--- src/rtl/ppm_frame_decoder_unit_assert.svh ---
// assertion macros used by the decoder rtl
`ifndef PPM_FRAME_DECODER_UNIT_ASSERT_SVH
`define PPM_FRAME_DECODER_UNIT_ASSERT_SVH

// checked on every clock edge outside reset
`define PFD_ASSERT(lbl, prop, msg) \
    lbl: assert property (@(posedge clk) disable iff (!rst_n) prop) else $error(msg);

// checked on every clock edge, reset included
`define PFD_ASSERT_ALWAYS(lbl, prop, msg) \
    lbl: assert property (@(posedge clk) prop) else $error(msg);

`endif

--- src/rtl/ppm_fdu_pkg.sv ---
// package with types and constants of the ppm frame decoder
`timescale 1ns / 1ps
`default_nettype none

package ppm_fdu_pkg;

    localparam int CHANNEL_COUNT = 11;
    localparam int LOCK_PULSES   = 3;

    localparam int CH_AW     = $clog2(CHANNEL_COUNT);
    localparam int SLOT_W    = $clog2(CHANNEL_COUNT + LOCK_PULSES + 1);
    localparam int COUNT_W   = 4;
    localparam int TIME_W    = 16;
    localparam int WIDTH_W   = 16;
    localparam int VALUE_W   = 15;
    localparam int CHAN_W    = 8;
    localparam int OP_W      = 3;
    localparam int PADDR_W   = 4;
    localparam int PDATA_W   = 32;

    localparam logic [TIME_W-1:0]  SYNC_THR_RESET  = 16'd3000;
    localparam logic [WIDTH_W-1:0] MIN_WIDTH_RESET = 16'd900;
    localparam logic [WIDTH_W-1:0] MAX_WIDTH_RESET = 16'd2100;
    localparam logic [WIDTH_W-1:0] WIDTH_RESET     = 16'd1500;

    localparam logic [VALUE_W-1:0] FAILSAFE_LOW = 15'd900;
    localparam logic [VALUE_W-1:0] FAILSAFE_MID = 15'd1500;
    localparam logic [VALUE_W-1:0] VALUE_MAX    = 15'd32767;
    localparam logic [CHAN_W-1:0]  LOW_CHANNEL  = 8'd2;

    localparam logic [SLOT_W-1:0] SLOT_RESET = SLOT_W'(CHANNEL_COUNT + LOCK_PULSES);
    localparam logic [SLOT_W-1:0] SLOT_FULL  = SLOT_W'(CHANNEL_COUNT);

    typedef enum logic [OP_W-1:0] {
        OP_EDGE    = 3'd0,
        OP_READ    = 3'd1,
        OP_SET_OVR = 3'd2,
        OP_CLR_OVR = 3'd3,
        OP_POLL    = 3'd4
    } op_t;

    typedef enum logic [1:0] {
        REG_SYNC_THR  = 2'd0,
        REG_MIN_WIDTH = 2'd1,
        REG_MAX_WIDTH = 2'd2
    } reg_idx_t;

    typedef struct packed {
        logic [TIME_W-1:0]  sync_threshold;
        logic [WIDTH_W-1:0] min_width;
        logic [WIDTH_W-1:0] max_width;
    } cfg_t;

    typedef struct packed {
        logic               we;
        logic [CH_AW-1:0]   waddr;
        logic [WIDTH_W-1:0] wdata;
        logic               re;
        logic [CH_AW-1:0]   raddr;
    } width_req_t;

    typedef struct packed {
        logic               we;
        logic [CH_AW-1:0]   waddr;
        logic [VALUE_W-1:0] wdata;
        logic               re;
        logic [CH_AW-1:0]   raddr;
    } ovr_req_t;

    typedef struct packed {
        logic               is_read;
        logic               ch_ok;
        logic               ch_low;
        logic               w_vld;
        logic               o_vld;
        logic [COUNT_W-1:0] frame_channels;
        logic               new_frame;
        logic               accepted;
        logic               in_sync;
    } info_t;

endpackage

`default_nettype wire

--- src/rtl/ppm_fdu_ram.sv ---
// generic single write port, single read port synchronous ram
`timescale 1ns / 1ps
`default_nettype none

module ppm_fdu_ram #(
    parameter int WIDTH = 16,
    parameter int DEPTH = 11
) (
    input  wire logic                     clk,
    input  wire logic                     we,
    input  wire logic [$clog2(DEPTH)-1:0] waddr,
    input  wire logic [WIDTH-1:0]         wdata,
    input  wire logic                     re,
    input  wire logic [$clog2(DEPTH)-1:0] raddr,
    output      logic [WIDTH-1:0]         rdata
);

    logic [WIDTH-1:0] mem [DEPTH];

    always_ff @(posedge clk)
    begin
        if (we)
        begin
            mem[waddr] <= wdata;
        end
        if (re)
        begin
            rdata <= mem[raddr];
        end
    end

endmodule

`default_nettype wire

--- src/rtl/ppm_fdu_regs.sv ---
// apb configuration registers of the decoder
`timescale 1ns / 1ps
`default_nettype none

module ppm_fdu_regs (
    input  wire logic                            clk,
    input  wire logic                            rst_n,
    input  wire logic                            psel,
    input  wire logic                            penable,
    input  wire logic                            pwrite,
    input  wire logic [ppm_fdu_pkg::PADDR_W-1:0] paddr,
    input  wire logic [ppm_fdu_pkg::PDATA_W-1:0] pwdata,
    output      logic [ppm_fdu_pkg::PDATA_W-1:0] prdata,
    output      ppm_fdu_pkg::cfg_t               cfg
);

    ppm_fdu_pkg::cfg_t     cfg_reg;
    ppm_fdu_pkg::cfg_t     cfg_next;
    ppm_fdu_pkg::reg_idx_t idx;

    assign idx = ppm_fdu_pkg::reg_idx_t'(paddr[3:2]);

    always_comb
    begin
        cfg_next = cfg_reg;
        prdata   = '0;
        unique case (idx)
            ppm_fdu_pkg::REG_SYNC_THR:
            begin
                prdata = ppm_fdu_pkg::PDATA_W'(cfg_reg.sync_threshold);
                if (psel && penable && pwrite)
                begin
                    cfg_next.sync_threshold = pwdata[15:0];
                end
            end
            ppm_fdu_pkg::REG_MIN_WIDTH:
            begin
                prdata = ppm_fdu_pkg::PDATA_W'(cfg_reg.min_width);
                if (psel && penable && pwrite)
                begin
                    cfg_next.min_width = pwdata[15:0];
                end
            end
            ppm_fdu_pkg::REG_MAX_WIDTH:
            begin
                prdata = ppm_fdu_pkg::PDATA_W'(cfg_reg.max_width);
                if (psel && penable && pwrite)
                begin
                    cfg_next.max_width = pwdata[15:0];
                end
            end
            default:
            begin
                prdata = '0;
            end
        endcase
    end

    always_ff @(posedge clk or negedge rst_n)
    begin
        if (!rst_n)
        begin
            cfg_reg.sync_threshold <= ppm_fdu_pkg::SYNC_THR_RESET;
            cfg_reg.min_width      <= ppm_fdu_pkg::MIN_WIDTH_RESET;
            cfg_reg.max_width      <= ppm_fdu_pkg::MAX_WIDTH_RESET;
        end
        else
        begin
            cfg_reg <= cfg_next;
        end
    end

    assign cfg = cfg_reg;

endmodule

`default_nettype wire

--- src/rtl/ppm_fdu_ctrl.sv ---
// frame state, valid bits and memory requests of the decoder
`timescale 1ns / 1ps
`default_nettype none

module ppm_fdu_ctrl (
    input  wire logic                                  clk,
    input  wire logic                                  rst_n,
    input  wire logic                                  fire,
    input  wire logic [ppm_fdu_pkg::OP_W-1:0]          op,
    input  wire logic [ppm_fdu_pkg::TIME_W-1:0]        edge_time,
    input  wire logic [ppm_fdu_pkg::CHAN_W-1:0]        channel,
    input  wire logic signed [ppm_fdu_pkg::WIDTH_W-1:0] override_value,
    input  wire ppm_fdu_pkg::cfg_t                     cfg,
    output      ppm_fdu_pkg::width_req_t               width_req,
    output      ppm_fdu_pkg::ovr_req_t                 ovr_req,
    output      ppm_fdu_pkg::info_t                    info
);

    logic [ppm_fdu_pkg::TIME_W-1:0]        prev_edge_reg;
    logic [ppm_fdu_pkg::TIME_W-1:0]        prev_edge_next;
    logic [ppm_fdu_pkg::SLOT_W-1:0]        slot_reg;
    logic [ppm_fdu_pkg::SLOT_W-1:0]        slot_next;
    logic [ppm_fdu_pkg::COUNT_W-1:0]       count_reg;
    logic [ppm_fdu_pkg::COUNT_W-1:0]       count_next;
    logic                                  flag_reg;
    logic                                  flag_next;
    logic [ppm_fdu_pkg::CHANNEL_COUNT-1:0] wvld_reg;
    logic [ppm_fdu_pkg::CHANNEL_COUNT-1:0] wvld_next;
    logic [ppm_fdu_pkg::CHANNEL_COUNT-1:0] ovld_reg;
    logic [ppm_fdu_pkg::CHANNEL_COUNT-1:0] ovld_next;

    logic [ppm_fdu_pkg::TIME_W-1:0]  gap;
    logic [ppm_fdu_pkg::WIDTH_W-1:0] clamped;
    logic [ppm_fdu_pkg::CH_AW-1:0]   ch_idx;
    logic [ppm_fdu_pkg::CH_AW-1:0]   slot_idx;
    logic                            locked;
    logic                            ch_in;
    logic                            ovr_neg;

    assign gap      = edge_time - prev_edge_reg;
    assign locked   = slot_reg <= ppm_fdu_pkg::SLOT_FULL;
    assign ch_in    = channel < ppm_fdu_pkg::CHAN_W'(ppm_fdu_pkg::CHANNEL_COUNT);
    assign ch_idx   = channel[ppm_fdu_pkg::CH_AW-1:0];
    assign slot_idx = slot_reg[ppm_fdu_pkg::CH_AW-1:0];
    assign ovr_neg  = override_value[ppm_fdu_pkg::WIDTH_W-1];

    // when the clamp limits cross, a gap below min gives min and any other gap gives max
    always_comb
    begin
        if (gap < cfg.min_width)
        begin
            clamped = cfg.min_width;
        end
        else if (gap > cfg.max_width)
        begin
            clamped = cfg.max_width;
        end
        else
        begin
            clamped = gap;
        end
    end

    always_comb
    begin
        prev_edge_next = prev_edge_reg;
        slot_next      = slot_reg;
        count_next     = count_reg;
        flag_next      = flag_reg;
        wvld_next      = wvld_reg;
        ovld_next      = ovld_reg;

        width_req.we    = 1'b0;
        width_req.waddr = slot_idx;
        width_req.wdata = clamped;
        width_req.re    = 1'b0;
        width_req.raddr = ch_idx;
        ovr_req.we      = 1'b0;
        ovr_req.waddr   = ch_idx;
        ovr_req.wdata   = override_value[ppm_fdu_pkg::VALUE_W-1:0];
        ovr_req.re      = 1'b0;
        ovr_req.raddr   = ch_idx;

        info.is_read   = 1'b0;
        info.ch_ok     = locked && ch_in;
        info.ch_low    = channel == ppm_fdu_pkg::LOW_CHANNEL;
        info.w_vld     = 1'b0;
        info.o_vld     = 1'b0;
        info.new_frame = 1'b0;
        info.accepted  = 1'b0;

        if (fire)
        begin
            unique case (ppm_fdu_pkg::op_t'(op))
                ppm_fdu_pkg::OP_EDGE:
                begin
                    prev_edge_next = edge_time;
                    if (gap < cfg.sync_threshold)
                    begin
                        if (slot_reg < ppm_fdu_pkg::SLOT_FULL)
                        begin
                            width_req.we        = 1'b1;
                            wvld_next[slot_idx] = 1'b1;
                            slot_next           = slot_reg + ppm_fdu_pkg::SLOT_W'(1);
                        end
                    end
                    else if (locked)
                    begin
                        count_next = ppm_fdu_pkg::COUNT_W'(slot_reg);
                        flag_next  = 1'b1;
                        slot_next  = '0;
                    end
                    else
                    begin
                        slot_next = slot_reg - ppm_fdu_pkg::SLOT_W'(1);
                    end
                end
                ppm_fdu_pkg::OP_READ:
                begin
                    info.is_read = 1'b1;
                    if (locked && ch_in)
                    begin
                        width_req.re = 1'b1;
                        ovr_req.re   = 1'b1;
                        info.w_vld   = wvld_reg[ch_idx];
                        info.o_vld   = ovld_reg[ch_idx];
                    end
                end
                ppm_fdu_pkg::OP_SET_OVR:
                begin
                    if (ch_in && !ovr_neg)
                    begin
                        ovr_req.we        = 1'b1;
                        ovld_next[ch_idx] = 1'b1;
                        info.accepted     = override_value != '0;
                    end
                end
                ppm_fdu_pkg::OP_CLR_OVR:
                begin
                    ovld_next = '0;
                end
                ppm_fdu_pkg::OP_POLL:
                begin
                    if (locked)
                    begin
                        info.new_frame = flag_reg;
                        flag_next      = 1'b0;
                    end
                end
                default:
                begin
                    prev_edge_next = prev_edge_reg;
                end
            endcase
        end

        info.in_sync        = slot_next <= ppm_fdu_pkg::SLOT_FULL;
        info.frame_channels = info.in_sync ? count_next : '0;
    end

    always_ff @(posedge clk or negedge rst_n)
    begin
        if (!rst_n)
        begin
            prev_edge_reg <= '0;
            slot_reg      <= ppm_fdu_pkg::SLOT_RESET;
            count_reg     <= '0;
            flag_reg      <= 1'b0;
            wvld_reg      <= '0;
            ovld_reg      <= '0;
        end
        else
        begin
            prev_edge_reg <= prev_edge_next;
            slot_reg      <= slot_next;
            count_reg     <= count_next;
            flag_reg      <= flag_next;
            wvld_reg      <= wvld_next;
            ovld_reg      <= ovld_next;
        end
    end

endmodule

`default_nettype wire

--- src/rtl/ppm_fdu_out.sv ---
// read stage and output register of the decoder
`timescale 1ns / 1ps
`default_nettype none

`include "ppm_frame_decoder_unit_assert.svh"

module ppm_fdu_out (
    input  wire logic                              clk,
    input  wire logic                              rst_n,
    input  wire logic                              in_valid,
    output      logic                              in_ready,
    input  wire ppm_fdu_pkg::info_t                info,
    input  wire logic [ppm_fdu_pkg::WIDTH_W-1:0]   width_rdata,
    input  wire logic [ppm_fdu_pkg::VALUE_W-1:0]   ovr_rdata,
    output      logic                              out_valid,
    input  wire logic                              out_ready,
    output      logic [ppm_fdu_pkg::VALUE_W-1:0]   value,
    output      logic [ppm_fdu_pkg::COUNT_W-1:0]   frame_channels,
    output      logic                              new_frame,
    output      logic                              accepted,
    output      logic                              in_sync
);

    logic                            s1_valid_reg;
    ppm_fdu_pkg::info_t              s1_reg;
    logic                            out_valid_reg;
    logic [ppm_fdu_pkg::VALUE_W-1:0] value_reg;
    logic [ppm_fdu_pkg::COUNT_W-1:0] frame_channels_reg;
    logic                            new_frame_reg;
    logic                            accepted_reg;
    logic                            in_sync_reg;

    logic                            s1_adv;
    logic [ppm_fdu_pkg::WIDTH_W-1:0] width_eff;
    logic [ppm_fdu_pkg::VALUE_W-1:0] value_next;

    assign s1_adv   = s1_valid_reg && (!out_valid_reg || out_ready);
    assign in_ready = !s1_valid_reg || s1_adv;

    assign width_eff = s1_reg.w_vld ? width_rdata : ppm_fdu_pkg::WIDTH_RESET;

    always_comb
    begin
        priority if (!s1_reg.is_read)
        begin
            value_next = '0;
        end
        else if (!s1_reg.ch_ok)
        begin
            value_next = s1_reg.ch_low ? ppm_fdu_pkg::FAILSAFE_LOW
                                       : ppm_fdu_pkg::FAILSAFE_MID;
        end
        else if (s1_reg.o_vld && ovr_rdata != '0)
        begin
            value_next = ovr_rdata;
        end
        else if (width_eff[ppm_fdu_pkg::WIDTH_W-1])
        begin
            value_next = ppm_fdu_pkg::VALUE_MAX;
        end
        else
        begin
            value_next = width_eff[ppm_fdu_pkg::VALUE_W-1:0];
        end
    end

    always_ff @(posedge clk or negedge rst_n)
    begin
        if (!rst_n)
        begin
            s1_valid_reg  <= 1'b0;
            out_valid_reg <= 1'b0;
        end
        else
        begin
            if (in_ready)
            begin
                s1_valid_reg <= in_valid;
            end
            if (s1_adv)
            begin
                out_valid_reg <= 1'b1;
            end
            else if (out_ready)
            begin
                out_valid_reg <= 1'b0;
            end
        end
    end

    always_ff @(posedge clk)
    begin
        if (in_ready && in_valid)
        begin
            s1_reg <= info;
        end
        if (s1_adv)
        begin
            value_reg          <= value_next;
            frame_channels_reg <= s1_reg.frame_channels;
            new_frame_reg      <= s1_reg.new_frame;
            accepted_reg       <= s1_reg.accepted;
            in_sync_reg        <= s1_reg.in_sync;
        end
    end

    assign out_valid      = out_valid_reg;
    assign value          = value_reg;
    assign frame_channels = frame_channels_reg;
    assign new_frame      = new_frame_reg;
    assign accepted       = accepted_reg;
    assign in_sync        = in_sync_reg;

    `PFD_ASSERT(a_stall_blocks_input, (s1_valid_reg && out_valid_reg && !out_ready) |-> !in_ready, "input taken while both stages are full and stalled")
    `PFD_ASSERT(a_advance_fills_output, s1_adv |=> out_valid_reg, "advanced item did not reach the output register")
    `PFD_ASSERT(a_no_count_out_of_sync, (out_valid_reg && !in_sync_reg) |-> (frame_channels_reg == '0), "channel count shown while out of sync")
    `PFD_ASSERT_ALWAYS(a_reset_empty, $rose(rst_n) |-> (!s1_valid_reg && !out_valid_reg), "pipeline holds an item as reset ends")

endmodule

`default_nettype wire

--- src/rtl/ppm_frame_decoder_unit.sv ---
// top level of the ppm frame decoder
//
//  channel   signals                                   direction
//  in        in_valid/in_ready, op, edge_time,         to block
//            channel, override_value
//  out       out_valid/out_ready, value,               from block
//            frame_channels, new_frame, accepted, in_sync
//  cfg       psel, penable, pwrite, paddr, pwdata,     both
//            prdata, pready
//
//  one item per cycle while the output is not stalled; a taken item passes the read stage
//  (state update and memory read), then the output register
//  widths and overrides sit in two synchronous rams; writes land at acceptance,
//  so the next item's read already sees them
//  reset needs no clearing pass: per-entry valid bits select the reset values
//  a stalled output holds one result and one item in the read stage
`timescale 1ns / 1ps
`default_nettype none

module ppm_frame_decoder_unit (
    input  wire logic                                   clk,
    input  wire logic                                   rst_n,
    input  wire logic                                   in_valid,
    output      logic                                   in_ready,
    input  wire logic [ppm_fdu_pkg::OP_W-1:0]           op,
    input  wire logic [ppm_fdu_pkg::TIME_W-1:0]         edge_time,
    input  wire logic [ppm_fdu_pkg::CHAN_W-1:0]         channel,
    input  wire logic signed [ppm_fdu_pkg::WIDTH_W-1:0] override_value,
    output      logic                                   out_valid,
    input  wire logic                                   out_ready,
    output      logic [ppm_fdu_pkg::VALUE_W-1:0]        value,
    output      logic [ppm_fdu_pkg::COUNT_W-1:0]        frame_channels,
    output      logic                                   new_frame,
    output      logic                                   accepted,
    output      logic                                   in_sync,
    input  wire logic                                   psel,
    input  wire logic                                   penable,
    input  wire logic                                   pwrite,
    input  wire logic [ppm_fdu_pkg::PADDR_W-1:0]        paddr,
    input  wire logic [ppm_fdu_pkg::PDATA_W-1:0]        pwdata,
    output      logic [ppm_fdu_pkg::PDATA_W-1:0]        prdata,
    output      logic                                   pready
);

    ppm_fdu_pkg::cfg_t               cfg;
    ppm_fdu_pkg::width_req_t         width_req;
    ppm_fdu_pkg::ovr_req_t           ovr_req;
    ppm_fdu_pkg::info_t              info;
    logic [ppm_fdu_pkg::WIDTH_W-1:0] width_rdata;
    logic [ppm_fdu_pkg::VALUE_W-1:0] ovr_rdata;
    logic                            in_fire;

    assign pready  = 1'b1;
    assign in_fire = in_valid && in_ready;

    ppm_fdu_regs u_regs (
        .clk     (clk),
        .rst_n   (rst_n),
        .psel    (psel),
        .penable (penable),
        .pwrite  (pwrite),
        .paddr   (paddr),
        .pwdata  (pwdata),
        .prdata  (prdata),
        .cfg     (cfg)
    );

    ppm_fdu_ctrl u_ctrl (
        .clk            (clk),
        .rst_n          (rst_n),
        .fire           (in_fire),
        .op             (op),
        .edge_time      (edge_time),
        .channel        (channel),
        .override_value (override_value),
        .cfg            (cfg),
        .width_req      (width_req),
        .ovr_req        (ovr_req),
        .info           (info)
    );

    ppm_fdu_ram #(
        .WIDTH (ppm_fdu_pkg::WIDTH_W),
        .DEPTH (ppm_fdu_pkg::CHANNEL_COUNT)
    ) u_width_ram (
        .clk   (clk),
        .we    (width_req.we),
        .waddr (width_req.waddr),
        .wdata (width_req.wdata),
        .re    (width_req.re),
        .raddr (width_req.raddr),
        .rdata (width_rdata)
    );

    ppm_fdu_ram #(
        .WIDTH (ppm_fdu_pkg::VALUE_W),
        .DEPTH (ppm_fdu_pkg::CHANNEL_COUNT)
    ) u_ovr_ram (
        .clk   (clk),
        .we    (ovr_req.we),
        .waddr (ovr_req.waddr),
        .wdata (ovr_req.wdata),
        .re    (ovr_req.re),
        .raddr (ovr_req.raddr),
        .rdata (ovr_rdata)
    );

    ppm_fdu_out u_out (
        .clk            (clk),
        .rst_n          (rst_n),
        .in_valid       (in_valid),
        .in_ready       (in_ready),
        .info           (info),
        .width_rdata    (width_rdata),
        .ovr_rdata      (ovr_rdata),
        .out_valid      (out_valid),
        .out_ready      (out_ready),
        .value          (value),
        .frame_channels (frame_channels),
        .new_frame      (new_frame),
        .accepted       (accepted),
        .in_sync        (in_sync)
    );

endmodule

`default_nettype wire
--- config.mk ---
export PLATFORM = sky130hd
export DESIGN_NAME = ppm_frame_decoder_unit
export DESIGN_NICKNAME = d
export VERILOG_FILES = /design/src/rtl/ppm_fdu_pkg.sv /design/src/rtl/ppm_fdu_ram.sv /design/src/rtl/ppm_fdu_regs.sv /design/src/rtl/ppm_fdu_ctrl.sv /design/src/rtl/ppm_fdu_out.sv /design/src/rtl/ppm_frame_decoder_unit.sv
export VERILOG_INCLUDE_DIRS = /design/src /design/src/rtl
export SDC_FILE = /design/constraint.sdc
export NUM_CORES = 1
export LEC_CHECK = 0
export BUFFER_PORTS_ARGS = -buffer_cell sky130_fd_sc_hd__clkbuf_2
export CAP_MARGIN = 20
export CORE_MARGIN = 2
export CORE_UTILIZATION = 65
export CTS_CLUSTER_SIZE = 24
export DETAILED_ROUTE_END_ITERATION = 6
export PLACE_DENSITY_LB_ADDON = 0.12
export RECOVER_POWER = 100
export SLEW_MARGIN = 10
export SYNTH_ARGS = -nofsm -noshare
export SYNTH_HDL_FRONTEND = slang
export SYNTH_SLANG_ARGS = --single-unit
--- constraint.sdc ---
create_clock -name clk -period 8.8 [get_ports clk]
set_input_delay 1.76 -clock clk [delete_from_list [all_inputs] [get_ports clk]]
set_output_delay 1.76 -clock clk [all_outputs]
set_load 0.01 [all_outputs]
==> results.rst, run 1 <==
.. list-table::
   :header-rows: 1

   * - Metric
     - Value
   * - Post-cts repair resize count
     - 0
   * - Number of enable-type register cells in the synthesized netlist
     - just over 400
   * - Async SR Flop Fraction
     - 0.193
   * - Yosys warning count
     - 0
   * - Dominant combinational cell family by area after synthesis
     - multiplexers
   * - Buffer cell driving the clock tree root
     - clkbuf_16
   * - Syn Std Cell Area
     - ~0.022 mm2
   * - Final setup viols
     - 0
   * - Global-route track usage on met2
     - 0.481
   * - Basic-gate share of the synthesized area counting and, or, nand and nor cells
     - 0.0711
   * - Antenna violations before repair
     - 0
   * - Switching share of total power
     - 0.290
   * - Die Footprint
     - between 0.03 and 0.04 mm2
   * - Cell Pwr Density
     - ~260 mW/mm2
   * - Main area contributors after synthesis
     - edfxtp_1, dfrtp_1, mux4_2
   * - Antenna Violating Nets Remaining
     - 0
   * - Hold slack
     - 0.424 ns
   * - Maximum clock frequency
     - 139 MHz
   * - Post-route fraction of the period consumed by the critical path
     - 0.817
   * - Final hold violations
     - 0
   * - H-tree Lvls
     - 2
   * - Number of DRC violations after detailed-routing iteration 0
     - about 1.1k
   * - CTS tree
     - built
   * - Type of the worst setup path
     - input port to flip-flop
   * - Vias in the first global route
     - 13.2k
   * - Crit-path leading delay family
     - compound AO/OA/AOI/OAI gates
   * - Worst-Skew Late Latency
     - 0.57 ns
   * - Flip-flop and latch count after synthesis
     - between 500 and 600
   * - Global Route met1 Usage
     - 0.374
   * - Largest stage delay on the critical path
     - approximately 1.4 ns
   * - Required time of the critical path
     - 9.11 ns
   * - Sequential fraction of the synthesis area
     - 0.661
   * - Final Max Slew Viols
     - approximately 420
   * - Arrival time of the worst setup path
     - around 7.5 ns
   * - Antenna Diode Count
     - 0
   * - Clock network fraction of total power
     - 0.307
   * - Worst slew margin relative to its limit
     - -1.52
   * - Placeable core region
     - ~0.034 mm2
   * - Clk sink count
     - 503
   * - Quantity of hold-fixing buffers added after cts
     - 0
   * - Compound-cell area share of the yosys netlist
     - 0.0767
   * - Placed insts
     - about 2.1k
   * - Maximum number of pins on one net before global-route repair
     - 73
   * - Most frequently used flop master after synthesis
     - edfxtp_1
   * - Gr busiest metal
     - met2
   * - Number of distinct library cells after synthesis
     - 65
   * - CTS max path bufs
     - 3
   * - GP Congestion
     - just over 0.9
   * - Number of I/O pins
     - around 140
   * - Most used standard cell by instance count after synthesis
     - edfxtp_1
   * - Crit. End Element
     - flip-flop
   * - Fraction of final layout cells with drive strength greater than 1
     - 0.140
   * - Routed WL
     - slightly below 50000 um
   * - Via count
     - roughly 13k
   * - WL per Instance
     - roughly 22 um
   * - Total setup buffers inserted after CTS
     - 0
   * - Setup repair after global routing missed its margin
     - no
   * - Post-Synth XOR/XNOR Area
     - 0.00474
   * - Sequence of cells on the critical path
     - clkbuf_2, inv_1, ha_1, inv_1, fa_1, a211oi_1, o21ai_0, a31oi_1, a211o_1, and3b_1, nor2_1, ha_1, nand3_1, or3_1, nor2_1, a2111oi_0, a21boi_0, clkbuf_1, mux2i_1, o21ai_0, clkbuf_1
   * - Static leakage
     - 9.12 nW
   * - Width of the die
     - ~190 um
   * - Synthesized-area fraction occupied by adder cells
     - 0.0376
   * - Max reg flops
     - between 150 and 200
   * - Worst ir drop on vdd
     - ~0.23 mV
   * - Detailed Place HPWL
     - slightly above 30000 um
   * - # rows
     - 67
   * - Mux cell area share after synthesis
     - 0.119
   * - Part of the power in combinational logic
     - 0.221
   * - Clock slew at reported path FFs
     - roughly 0.060 ns
   * - Count of port buffers added during placement
     - about 110
   * - Overall overflow remaining after global route
     - 0
   * - Worst-case clock skew
     - between 0.01 and 0.015 ns
   * - Measured slew at the worst slew-check pin
     - ~3.8 ns
   * - Violated checks
     - capacitance limit, slew limit
   * - Post-route DRC
     - 0
   * - Avg Vias per Cell
     - slightly above 6
   * - Cell types with the highest counts after synthesis
     - edfxtp_1, nand2_1, o21ai_0
   * - Average cell area after synthesis
     - 14.3 um2
   * - Initial Utilization
     - 0.661
   * - Library cell occupying the most area in the post-synthesis netlist
     - edfxtp_1
   * - Final standard cell count with taps included and fillers excluded
     - ~2.2k
   * - Switch Pwr
     - 1.87 mW
   * - Max Cap Viol
     - 12
   * - Final setup TNS
     - 0 ns
   * - Die span in y
     - roughly 190 um
   * - Power Internal
     - approximately 4.6 mW
   * - Worst Hold Class
     - flip-flop to flip-flop
   * - GRT Resource Usage Total
     - 0.279
   * - Type of origin of the critical path
     - input port
   * - Layout overhead on the synthesized area
     - 10.5%
   * - Slowest CP cell
     - a21boi_0
   * - Met3 routing resource usage after global routing
     - 0.0400
   * - Result of the run
     - complete, but fails checks
   * - Inserted Clock Buffers
     - between 40 and 50
   * - Drt pass-1 iters
     - 5
   * - Count of buffering cells on the critical path with inverters included
     - 5
   * - Synth top area share
     - 0.550
   * - Worst-path fanout max
     - 13
   * - Number of instances in the synthesized netlist
     - about 1.5k
   * - Count of nets after finishing
     - between 1.5k and 2k
   * - Minimum period implied by the final worst setup slack
     - slightly above 7 ns
   * - First-pass GRT wire length
     - roughly 75000 um
   * - Proportion of power drawn by flip-flops and latches
     - 0.472
[cell families after synthesis]
family | after synthesis
multiplexers | 178
AO/OA/AOI/OAI | 284
other | 2
buffers and inverters | 154
XOR/XNOR | 12
adder cells (fa/ha/maj) | 66
flip-flops | 503
AND/OR/NAND/NOR | 346
[routing by layer]
| metal | up-vias | wire length, um | part of all wire |
|---|---|---|---|
| li1 | 6013 | - | - |
| met1 | 6522 | 19800 | 0.41 |
| met2 | 474 | 24400 | 0.50 |
| met3 | 96 | 2890 | 0.060 |
| met4 | 0 | 1270 | 0.026 |
| met5 | - | 0 | 0 |
[power by group through the flow]
stage,combinational [mW],clock [mW],sequential [mW]
CTS,1.43,2.01,3.04
floorplan,0.966,0,3.06
global placement,1.37,0,3.09
detailed placement,1.42,0,3.09
global route,1.60,2.10,3.06
finish,1.42,1.98,3.04
[stage by stage]
step	power (mW)	instance area, um2	worst slack, ns	utilization
2_1_floorplan	4.03	22200	2.90	-
3_3_place_gp	4.46	23200	1.73	0.691
3_5_place_dp	4.51	23200	1.64	0.691
4_1_cts	6.48	24700	2.21	0.736
5_1_grt	6.76	24500	1.06	0.730
6_report	6.45	24500	1.61	0.730
[final timing paths]
kind / cells after the start / slack [ns] / from / endpoint
max: 21 / 1.61 / edge_time[0] / u_width_ram.mem[6][10]
min: 0 / 0.42 / u_out.s1_reg[6] / u_out.frame_channels[3]
max reg2reg: 18 / 2.55 / u_ctrl.prev_edge_reg[1] / u_width_ram.mem[6][10]
min reg2reg: 0 / 0.42 / u_out.s1_reg[6] / u_out.frame_channels[3]
max in group asynchronous: 2 / 2.91 / rst_n / u_ctrl.ovld_reg[0]
min in group asynchronous: 1 / 1.59 / rst_n / u_regs.cfg[19]
[cell usage in the layout (no fill, tap or decap), drive strengths merged, types with 3 or more instances in the layout]
master,count
inv,69
and2,13
clkbuf,195
and3,7
a21oi,37
xnor2,8
clkinv,24
nor4,11
or3,6
conb,17
or4,4
buf,9
nand2b,8
nand3,8
nor2,58
mux4,66
a211oi,8
o21a,15
dfstp,18
a31oi,7
nor3,16
a21boi,7
a21o,19
o21ba,3
nand4,7
mux2,21
or2,3
a211o,5
dfrtp,79
o211ai,12
nand3b,3
o21ai,156
nor2b,9
xor2,4
and4,3
edfxtp,406
ha,65
nand2,182
mux2i,91
[worst register-to-register path: stages (launching register included)]
cell,delay (ns)
dfrtp_1,0.36
inv_1,0.10
ha_1,0.23
nor2b_1,0.13
o31a_1,0.27
o21a_1,0.23
o211a_1,0.27
o2111ai_1,0.19
or3b_1,0.47
ha_1,0.36
nand3_1,0.08
or3_1,0.40
nor2_1,0.15
a2111oi_0,0.10
a21boi_0,1.39
clkbuf_1,0.51
mux2i_1,0.16
o21ai_0,0.19
clkbuf_1,0.39
[final cells by class]
class | count | area, um2
fillers | 2252 | 9040
clock inverters | 28 | 209
repair buffers | 142 | 626
flip-flops and latches | 503 | 14600
clock buffers | 62 | 1320
multi-input cells | 903 | 6890
well taps | 448 | 561
inverters | 68 | 255
(Power assumes the default switching activity.)
==> inputs of run 2 (changes only) <==
--- a/config.mk
+++ b/config.mk
@@ -9,7 +9,7 @@
 export BUFFER_PORTS_ARGS = -buffer_cell sky130_fd_sc_hd__clkbuf_2
 export CAP_MARGIN = 20
 export CORE_MARGIN = 2
-export CORE_UTILIZATION = 65
+export CORE_UTILIZATION = 61
 export CTS_CLUSTER_SIZE = 24
 export DETAILED_ROUTE_END_ITERATION = 6
 export PLACE_DENSITY_LB_ADDON = 0.12
==> constraint.sdc (replaced) <==
create_clock -name clk -period 7.1 [get_ports clk]
set_input_delay 1.42 -clock clk [delete_from_list [all_inputs] [get_ports clk]]
set_output_delay 1.42 -clock clk [all_outputs]
set_load 0.01 [all_outputs]
==> run 2 against run 1 <==
The flow still finishes with violations (capacitance limit, slew limit); sequential power grew 24%; power grew 25%; setup slack lost 0.81 ns; global-route usage shrank 2.1 points; wire length shrank 0.28%; flip-flop and latch count is the same; critical path depth shrank 1; register-to-register slack lost 1.1 ns; via count shrank 0.19%; utilization shrank 3.9 points; critical path type unchanged.
==> results.rst, run 2 (synthesized netlist as in run 1, its figures left out) <==
.. list-table::
   :header-rows: 1

   * - Metric
     - Value
   * - Result of the run
     - complete, but fails checks
   * - Violated checks
     - capacitance limit, slew limit
   * - Post-route DRC
     - 0
   * - Worst slew margin relative to its limit
     - -1.23
   * - Largest stage delay on the critical path
     - 1.00 ns
   * - CTS max path bufs
     - 3
   * - Static leakage
     - a little over 9 nW
   * - Final hold violations
     - 0
   * - Worst-Skew Late Latency
     - about 0.6 ns
   * - Measured slew at the worst slew-check pin
     - 3.35 ns
   * - Sequence of cells on the critical path
     - clkbuf_2, inv_1, ha_1, inv_1, fa_1, a211oi_1, o21ai_0, a31oi_1, nand2_1, xor2_1, clkbuf_1, ha_1, nand3_1, or4_1, o22ai_1, o311a_1, nor3_1, and3_1, and2_1, clkbuf_1
   * - CTS tree
     - built
   * - Maximum clock frequency
     - about 160 MHz
   * - Slowest CP cell
     - clkbuf_1
   * - Count of port buffers added during placement
     - 107
   * - Required time of the critical path
     - approximately 7.3 ns
   * - Die Footprint
     - 0.0379 mm2
   * - Number of fillers in the final layout
     - approximately 2.5k
   * - First-pass GRT wire length
     - around 74000 um
   * - GRT Resource Usage Total
     - 0.259
   * - Arrival time of the worst setup path
     - approximately 6.5 ns
   * - Routed WL
     - just under 50000 um
   * - Initial Utilization
     - 0.622
   * - Leading cell types in the layout, fill and taps excluded
     - edfxtp_1, nand2_1, o21ai_0
   * - Crit. End Element
     - flip-flop
   * - GP Congestion
     - 0.940
   * - Worst Hold Class
     - flip-flop to flip-flop
   * - Minimum period implied by the final worst setup slack
     - ~6.3 ns
   * - Leading cell type in the layout, fill and taps excluded
     - edfxtp_1
   * - Switching share of total power
     - 0.288
   * - Vias in the first global route
     - approximately 13k
   * - Area of combinational cells with multiple inputs
     - ~0.0069 mm2
   * - Antenna Diode Count
     - 0
   * - Fraction of final layout cells with drive strength greater than 1
     - 0.140
   * - Antenna violations before repair
     - 1
   * - Count of nets after finishing
     - around 1.8k
   * - Placeable core region
     - 0.0357 mm2
   * - Terminus of the critical flop-to-flop path
     - u_width_ram.mem[2][2]
   * - Max reg flops
     - 176
   * - Max Cap Viol
     - 5
   * - Quantity of hold-fixing buffers added after cts
     - 0
   * - Worst-path fanout max
     - 16
   * - Maximum number of pins on one net before global-route repair
     - between 70 and 80
   * - Switch Pwr
     - between 2 and 2.5 mW
   * - Worst flop-to-flop path startpoint
     - u_ctrl.prev_edge_reg[0]
   * - Final standard cell count with taps included and fillers excluded
     - 2186
   * - Drt pass-1 iters
     - 5
   * - Post-route fraction of the period consumed by the critical path
     - 0.888
   * - Total area of sequential cells
     - 0.0146 mm2
   * - Total setup buffers inserted after CTS
     - 0
   * - Final setup viols
     - 0
   * - Clk sink count
     - 503
   * - Clock network fraction of total power
     - 0.316
   * - Worst ir drop on vdd
     - about 0.24 mV
   * - Final setup TNS
     - 0 ns
   * - Setup repair after global routing missed its margin
     - no
   * - Detailed Place HPWL
     - between 30000 and 40000 um
   * - Overall overflow remaining after global route
     - 0
   * - Inserted Clock Buffers
     - 50
   * - Number of DRC violations after detailed-routing iteration 0
     - about 1.2k
   * - Post-layout utilization of the core
     - 0.692
   * - Power Internal
     - roughly 5.7 mW
   * - Buffer cell driving the clock tree root
     - clkbuf_16
   * - Antenna Violating Nets Remaining
     - 0
   * - WL per Instance
     - ~22 um
   * - Via count
     - 13.1k
   * - Number of I/O pins
     - about 140
   * - Die span in y
     - 195 um
   * - Source of the worst hold timing path
     - u_out.s1_reg[2]
   * - Avg Vias per Cell
     - about 6.0
   * - Placed insts
     - between 2k and 2.5k
   * - # rows
     - 69
   * - R2R Setup Slk
     - about 1.4 ns
   * - Number of cells on the worst hold path
     - 0
   * - H-tree Lvls
     - 2
   * - Layout overhead on the synthesized area
     - 11.3%
   * - Type of origin of the critical path
     - input port
   * - Type of the worst setup path
     - input port to flip-flop
   * - Final Max Slew Viols
     - 160
   * - Endpoint with the worst hold slack
     - u_out.new_frame
   * - Clock slew at reported path FFs
     - 0.06 ns
   * - Register-to-Register Path Depth
     - 18
   * - Proportion of power drawn by flip-flops and latches
     - 0.468
   * - Post-cts repair resize count
     - 0
   * - Width of the die
     - just under 200 um
   * - Part of the power in combinational logic
     - 0.216
   * - Cell Pwr Density
     - around 330 mW/mm2
   * - Worst-case clock skew
     - a little under 0.03 ns
[run 2: area by class of cell]
class | count | area share
Sequential cell | 503 | 0.594
Multi-Input combinational cell | 903 | 0.279
Clock buffer | 71 | 0.0568
Timing Repair Buffer | 158 | 0.0285
Tap cell | 461 | 0.0234
Inverter | 68 | 0.0104
Clock inverter | 22 | 0.00807
[run 2: power by group through the flow]
stage,Combinational (mW),Sequential [mW],Clock (mW)
final,1.74,3.77,2.55
after global routing,1.95,3.79,2.72
after CTS,1.83,3.76,2.59
after detailed placement,1.81,3.82,0
after global placement,1.77,3.82,0
after floorplan,1.20,3.80,0
[run 2: routing by layer]
metal	up-vias	part of all wire	track usage
met5	-	0.00027	0
met4	2	0.031	0.0855
met3	89	0.061	0.0449
met2	468	0.50	0.440
met1	6465	0.41	0.342
li1	6056	-	-
[run 2: worst max-delay path, delay by kind of cell]
family,cells,cell delay (ns)
xor+xnor,1,0.13
buf+inv,5,1.44
fa+ha+maj,3,0.91
compound gates,5,1.39
simple gates,6,1.21
[run 2: worst max-delay path by stage]
stage | start | endpoint | slack (ns)
final | edge_time[0] | u_width_ram.mem[2][2] | 0.80
after global routing | edge_time[0] | u_width_ram.mem[2][2] | 0.48
after CTS | edge_time[0] | u_width_ram.mem[1][0] | 1.29
after detailed placement | edge_time[0] | u_width_ram.mem[8][0] | 0.66
after global placement | edge_time[0] | u_width_ram.mem[10][0] | 0.80
after floorplan | edge_time[1] | u_width_ram.mem[0][5] | 1.54
[run 2: per-stage QoR]
step | instance area [um2] | hold WS (ns) | worst slack, ns | power [mW]
floorplan | 22200 | 0.400 | 1.54 | 4.99
global placement | 23300 | 0.408 | 0.799 | 5.58
detailed placement | 23300 | 0.406 | 0.655 | 5.63
CTS | 24900 | 0.420 | 1.29 | 8.18
global route | 24700 | 0.426 | 0.480 | 8.46
finish | 24700 | 0.418 | 0.798 | 8.06
==> inputs of run 3 (changes only) <==
--- a/config.mk
+++ b/config.mk
@@ -6,6 +6,7 @@
 export SDC_FILE = /design/constraint.sdc
 export NUM_CORES = 1
 export LEC_CHECK = 0
+export ABC_AREA = 1
 export BUFFER_PORTS_ARGS = -buffer_cell sky130_fd_sc_hd__clkbuf_2
 export CAP_MARGIN = 20
 export CORE_MARGIN = 2
@@ -14,6 +15,7 @@
 export DETAILED_ROUTE_END_ITERATION = 6
 export PLACE_DENSITY_LB_ADDON = 0.12
 export RECOVER_POWER = 100
+export REMOVE_ABC_BUFFERS = 1
 export SLEW_MARGIN = 10
 export SYNTH_ARGS = -nofsm -noshare
 export SYNTH_HDL_FRONTEND = slang
==> run 3 against run 2 <==
The run still ends with capacitance limit, slew limit left; first-iteration DRC count is 25% higher; sequential share of layout area increased by 1.1 points; critical path type unchanged; combinational power grew 3%; cell area shrank 1.8%; critical endpoint is now u_width_ram.mem[3][8].
==> results.rst, run 3 <==
.. list-table::
   :header-rows: 1

   * - Metric
     - Value
   * - Result of the run
     - complete, but fails checks
   * - Violated checks
     - capacitance limit, slew limit
   * - Number of enable-type register cells in the synthesized netlist
     - a little over 400
   * - Library cell occupying the most area in the post-synthesis netlist
     - edfxtp_1
   * - Total setup buffers inserted after CTS
     - 0
   * - Count of port buffers added during placement
     - roughly 110
   * - Basic-gate share of the synthesized area counting and, or, nand and nor cells
     - 0.116
   * - Mux cell area share after synthesis
     - 0
   * - Inserted Clock Buffers
     - 49
   * - Dominant combinational cell family by area after synthesis
     - compound AO/OA/AOI/OAI gates
   * - Synth top area share
     - 0.557
   * - CTS tree
     - built
   * - Crit. End Element
     - flip-flop
   * - CTS max path bufs
     - 3
   * - Number of I/O pins
     - 143
   * - Routed WL
     - ~52000 um
   * - Synthesized-area fraction occupied by adder cells
     - 0.0381
   * - Final setup TNS
     - 0 ns
   * - Max reg flops
     - between 150 and 200
   * - Clk sink count
     - 503
   * - Final hold violations
     - 0
   * - GRT Resource Usage Total
     - 0.276
   * - Drt pass-1 iters
     - 5
   * - Flip-flop and latch count after synthesis
     - between 500 and 600
   * - Post-route setup slack
     - around 1.3 ns
   * - Post-route DRC
     - 0
   * - Number of distinct library cells after synthesis
     - 46
   * - Final setup viols
     - 0
   * - Count of nets after finishing
     - 2135
   * - Number of cells on the worst hold path
     - 0
   * - Hold slack
     - ~0.42 ns
   * - Type of the worst setup path
     - input port to flip-flop
   * - Layout overhead on the synthesized area
     - 10.6%
   * - Post-Synth XOR/XNOR Area
     - 0.00360
   * - Cell Pwr Density
     - approximately 330 mW/mm2
   * - Async SR Flop Fraction
     - 0.193
   * - Syn Std Cell Area
     - ~0.022 mm2
   * - Cell types with the highest counts after synthesis
     - edfxtp_1, nand2_1, inv_1
   * - Max Cap Viol
     - 5
   * - Overall overflow remaining after global route
     - 0
   * - Worst slew margin relative to its limit
     - -0.686
   * - Sequential fraction of the synthesis area
     - 0.669
   * - Main area contributors after synthesis
     - edfxtp_1, dfrtp_1, nand2_1
   * - Yosys warning count
     - 0
   * - Final standard cell count with taps included and fillers excluded
     - between 2k and 2.5k
   * - Worst-Skew Late Latency
     - ~0.6 ns
   * - Clock slew at reported path FFs
     - roughly 0.060 ns
   * - # rows
     - a little under 70
   * - Number of DRC violations after detailed-routing iteration 0
     - 1488
   * - Maximum clock frequency
     - 172 MHz
   * - Most frequently used flop master after synthesis
     - edfxtp_1
   * - Fraction of final layout cells with drive strength greater than 1
     - 0.0812
   * - Number of instances in the synthesized netlist
     - roughly 1.9k
   * - Via count
     - around 15k
   * - Antenna Violating Nets Remaining
     - 0
   * - Type of origin of the critical path
     - input port
   * - Die Footprint
     - 0.0374 mm2
   * - Most used standard cell by instance count after synthesis
     - edfxtp_1
   * - Worst ir drop on vdd
     - about 0.26 mV
   * - Detailed Place HPWL
     - between 30000 and 40000 um
   * - H-tree Lvls
     - 2
   * - Worst-path fanout max
     - 16
   * - Final Max Slew Viols
     - ~170
   * - Arrival time of the worst setup path
     - 6.04 ns
   * - GP Congestion
     - between 0.8 and 0.9
   * - Buffer cell driving the clock tree root
     - clkbuf_16
   * - Placeable core region
     - around 0.035 mm2
   * - Quantity of hold-fixing buffers added after cts
     - 0
   * - Post-cts repair resize count
     - 0
   * - Post-layout utilization of the core
     - 0.683
   * - Antenna violations before repair
     - 2
   * - Placed insts
     - 2387
   * - Register-to-Register Path Depth
     - 22
   * - Leading cell type in the layout, fill and taps excluded
     - edfxtp_1
   * - Worst-case clock skew
     - between 0.015 and 0.02 ns
   * - Average cell area after synthesis
     - roughly 12 um2
   * - Compound-cell area share of the yosys netlist
     - 0.119
   * - Pre-CTS setup slack
     - around 1.3 ns
   * - Initial Utilization
     - 0.617
   * - Leading cell types in the layout, fill and taps excluded
     - edfxtp_1, nand2_1, inv_1
   * - First-pass GRT wire length
     - between 80000 and 90000 um
   * - Post-route fraction of the period consumed by the critical path
     - 0.820
   * - Minimum period implied by the final worst setup slack
     - 5.82 ns
   * - Antenna Diode Count
     - 0
   * - Static leakage
     - between 9 and 10 nW
   * - Avg Vias per Cell
     - around 5.9
   * - Width of the die
     - ~190 um
   * - Die span in y
     - between 150 and 200 um
   * - Setup repair after global routing missed its margin
     - no
   * - Required time of the critical path
     - about 7.3 ns
   * - Vias in the first global route
     - about 14k
   * - Maximum number of pins on one net before global-route repair
     - just under 90
   * - Worst Hold Class
     - flip-flop to flip-flop
   * - Measured slew at the worst slew-check pin
     - 2.53 ns
   * - WL per Instance
     - 20.8 um
==> run 3: cell types whose count changed after synthesis, moves of 13 or more <==
| cell | delta |
|---|---|
| nand2_1 | +213 |
| buf_2 | +13 |
| mux4_2 | -66 |
| a21oi_1 | +58 |
| o221ai_1 | +18 |
| mux2_2 | -21 |
| o21a_1 | -13 |
| mux2i_1 | -91 |
| inv_1 | +115 |
| o21ai_0 | -56 |
| nand3_1 | +92 |
| a221o_1 | +31 |
| a21o_1 | -17 |
| a22oi_1 | +126 |
==> run 3: logic make-up (layout without fill, tap and decap cells) <==
logic type	after synthesis	after routing
simple gates	602	602
flops	503	503
compound gates	402	402
buf+inv	280	421
fa+ha+maj	66	66
xor+xnor	9	9
other cells	2	17
==> run 3: final cells by class <==
type | instances | area [um2]
Clock buffer | 59 | 1320
Inverter | 189 | 709
Multi-Input combinational cell | 1096 | 6090
Timing Repair Buffer | 144 | 672
Clock inverter | 29 | 218
Sequential cell | 503 | 14600
Fill cell | 2579 | 11300
Tap cell | 461 | 577
==> run 3: layer usage <==
layer,global-route usage,up-vias,share of wire
li1,-,6876,-
met1,0.389,7144,0.42
met2,0.451,621,0.48
met3,0.0377,99,0.075
met4,0.0925,4,0.028
met5,0,-,0.00054
==> run 3: path summary, 6_finish.rpt <==
check / startpoint / endpoint / slack, ns
max: edge_time[0] / u_width_ram.mem[3][8] / 1.28
min: u_out.s1_reg[2] / u_out.new_frame / 0.42
max reg2reg: u_ctrl.prev_edge_reg[0] / u_width_ram.mem[3][8] / 1.92
min reg2reg: u_out.s1_reg[2] / u_out.new_frame / 0.42
max in group asynchronous: rst_n / u_ctrl.ovld_reg[3] / 4.42
min in group asynchronous: rst_n / u_regs.cfg[15] / 1.08
==> run 3: worst max-delay path, cell delays in order <==
cell,delay [ns]
clkbuf_2,0.08
inv_1,0.09
ha_1,0.17
inv_1,0.07
fa_1,0.42
nand2_1,0.08
nand2_1,0.05
o21ai_0,0.20
o21ai_0,0.31
a21oi_1,0.19
nand2_1,0.06
nand2_1,0.14
inv_1,0.11
ha_1,0.28
nand2_1,0.06
inv_1,0.05
o21ai_0,0.08
a21oi_1,0.10
nor2_1,0.33
nand2_1,0.34
nor3_1,0.58
nand2_1,0.16
nor2_1,0.13
clkbuf_2,0.54
==> run 3: report_power, final <==
group	switching, mW	internal, mW	leakage (nW)
sequential	0.0864	3.68	4.86
combinational	1.28	0.506	3.79
clock	1.09	1.39	0.740
==> run 3: stage by stage <==
step / power [mW] / area, um2
3_5_place_dp: 5.61 / 22800
5_1_grt: 8.45 / 24200
4_1_cts: 8.07 / 24400
6_report: 8.03 / 24200
3_3_place_gp: 5.54 / 22800
2_1_floorplan: 4.99 / 21500
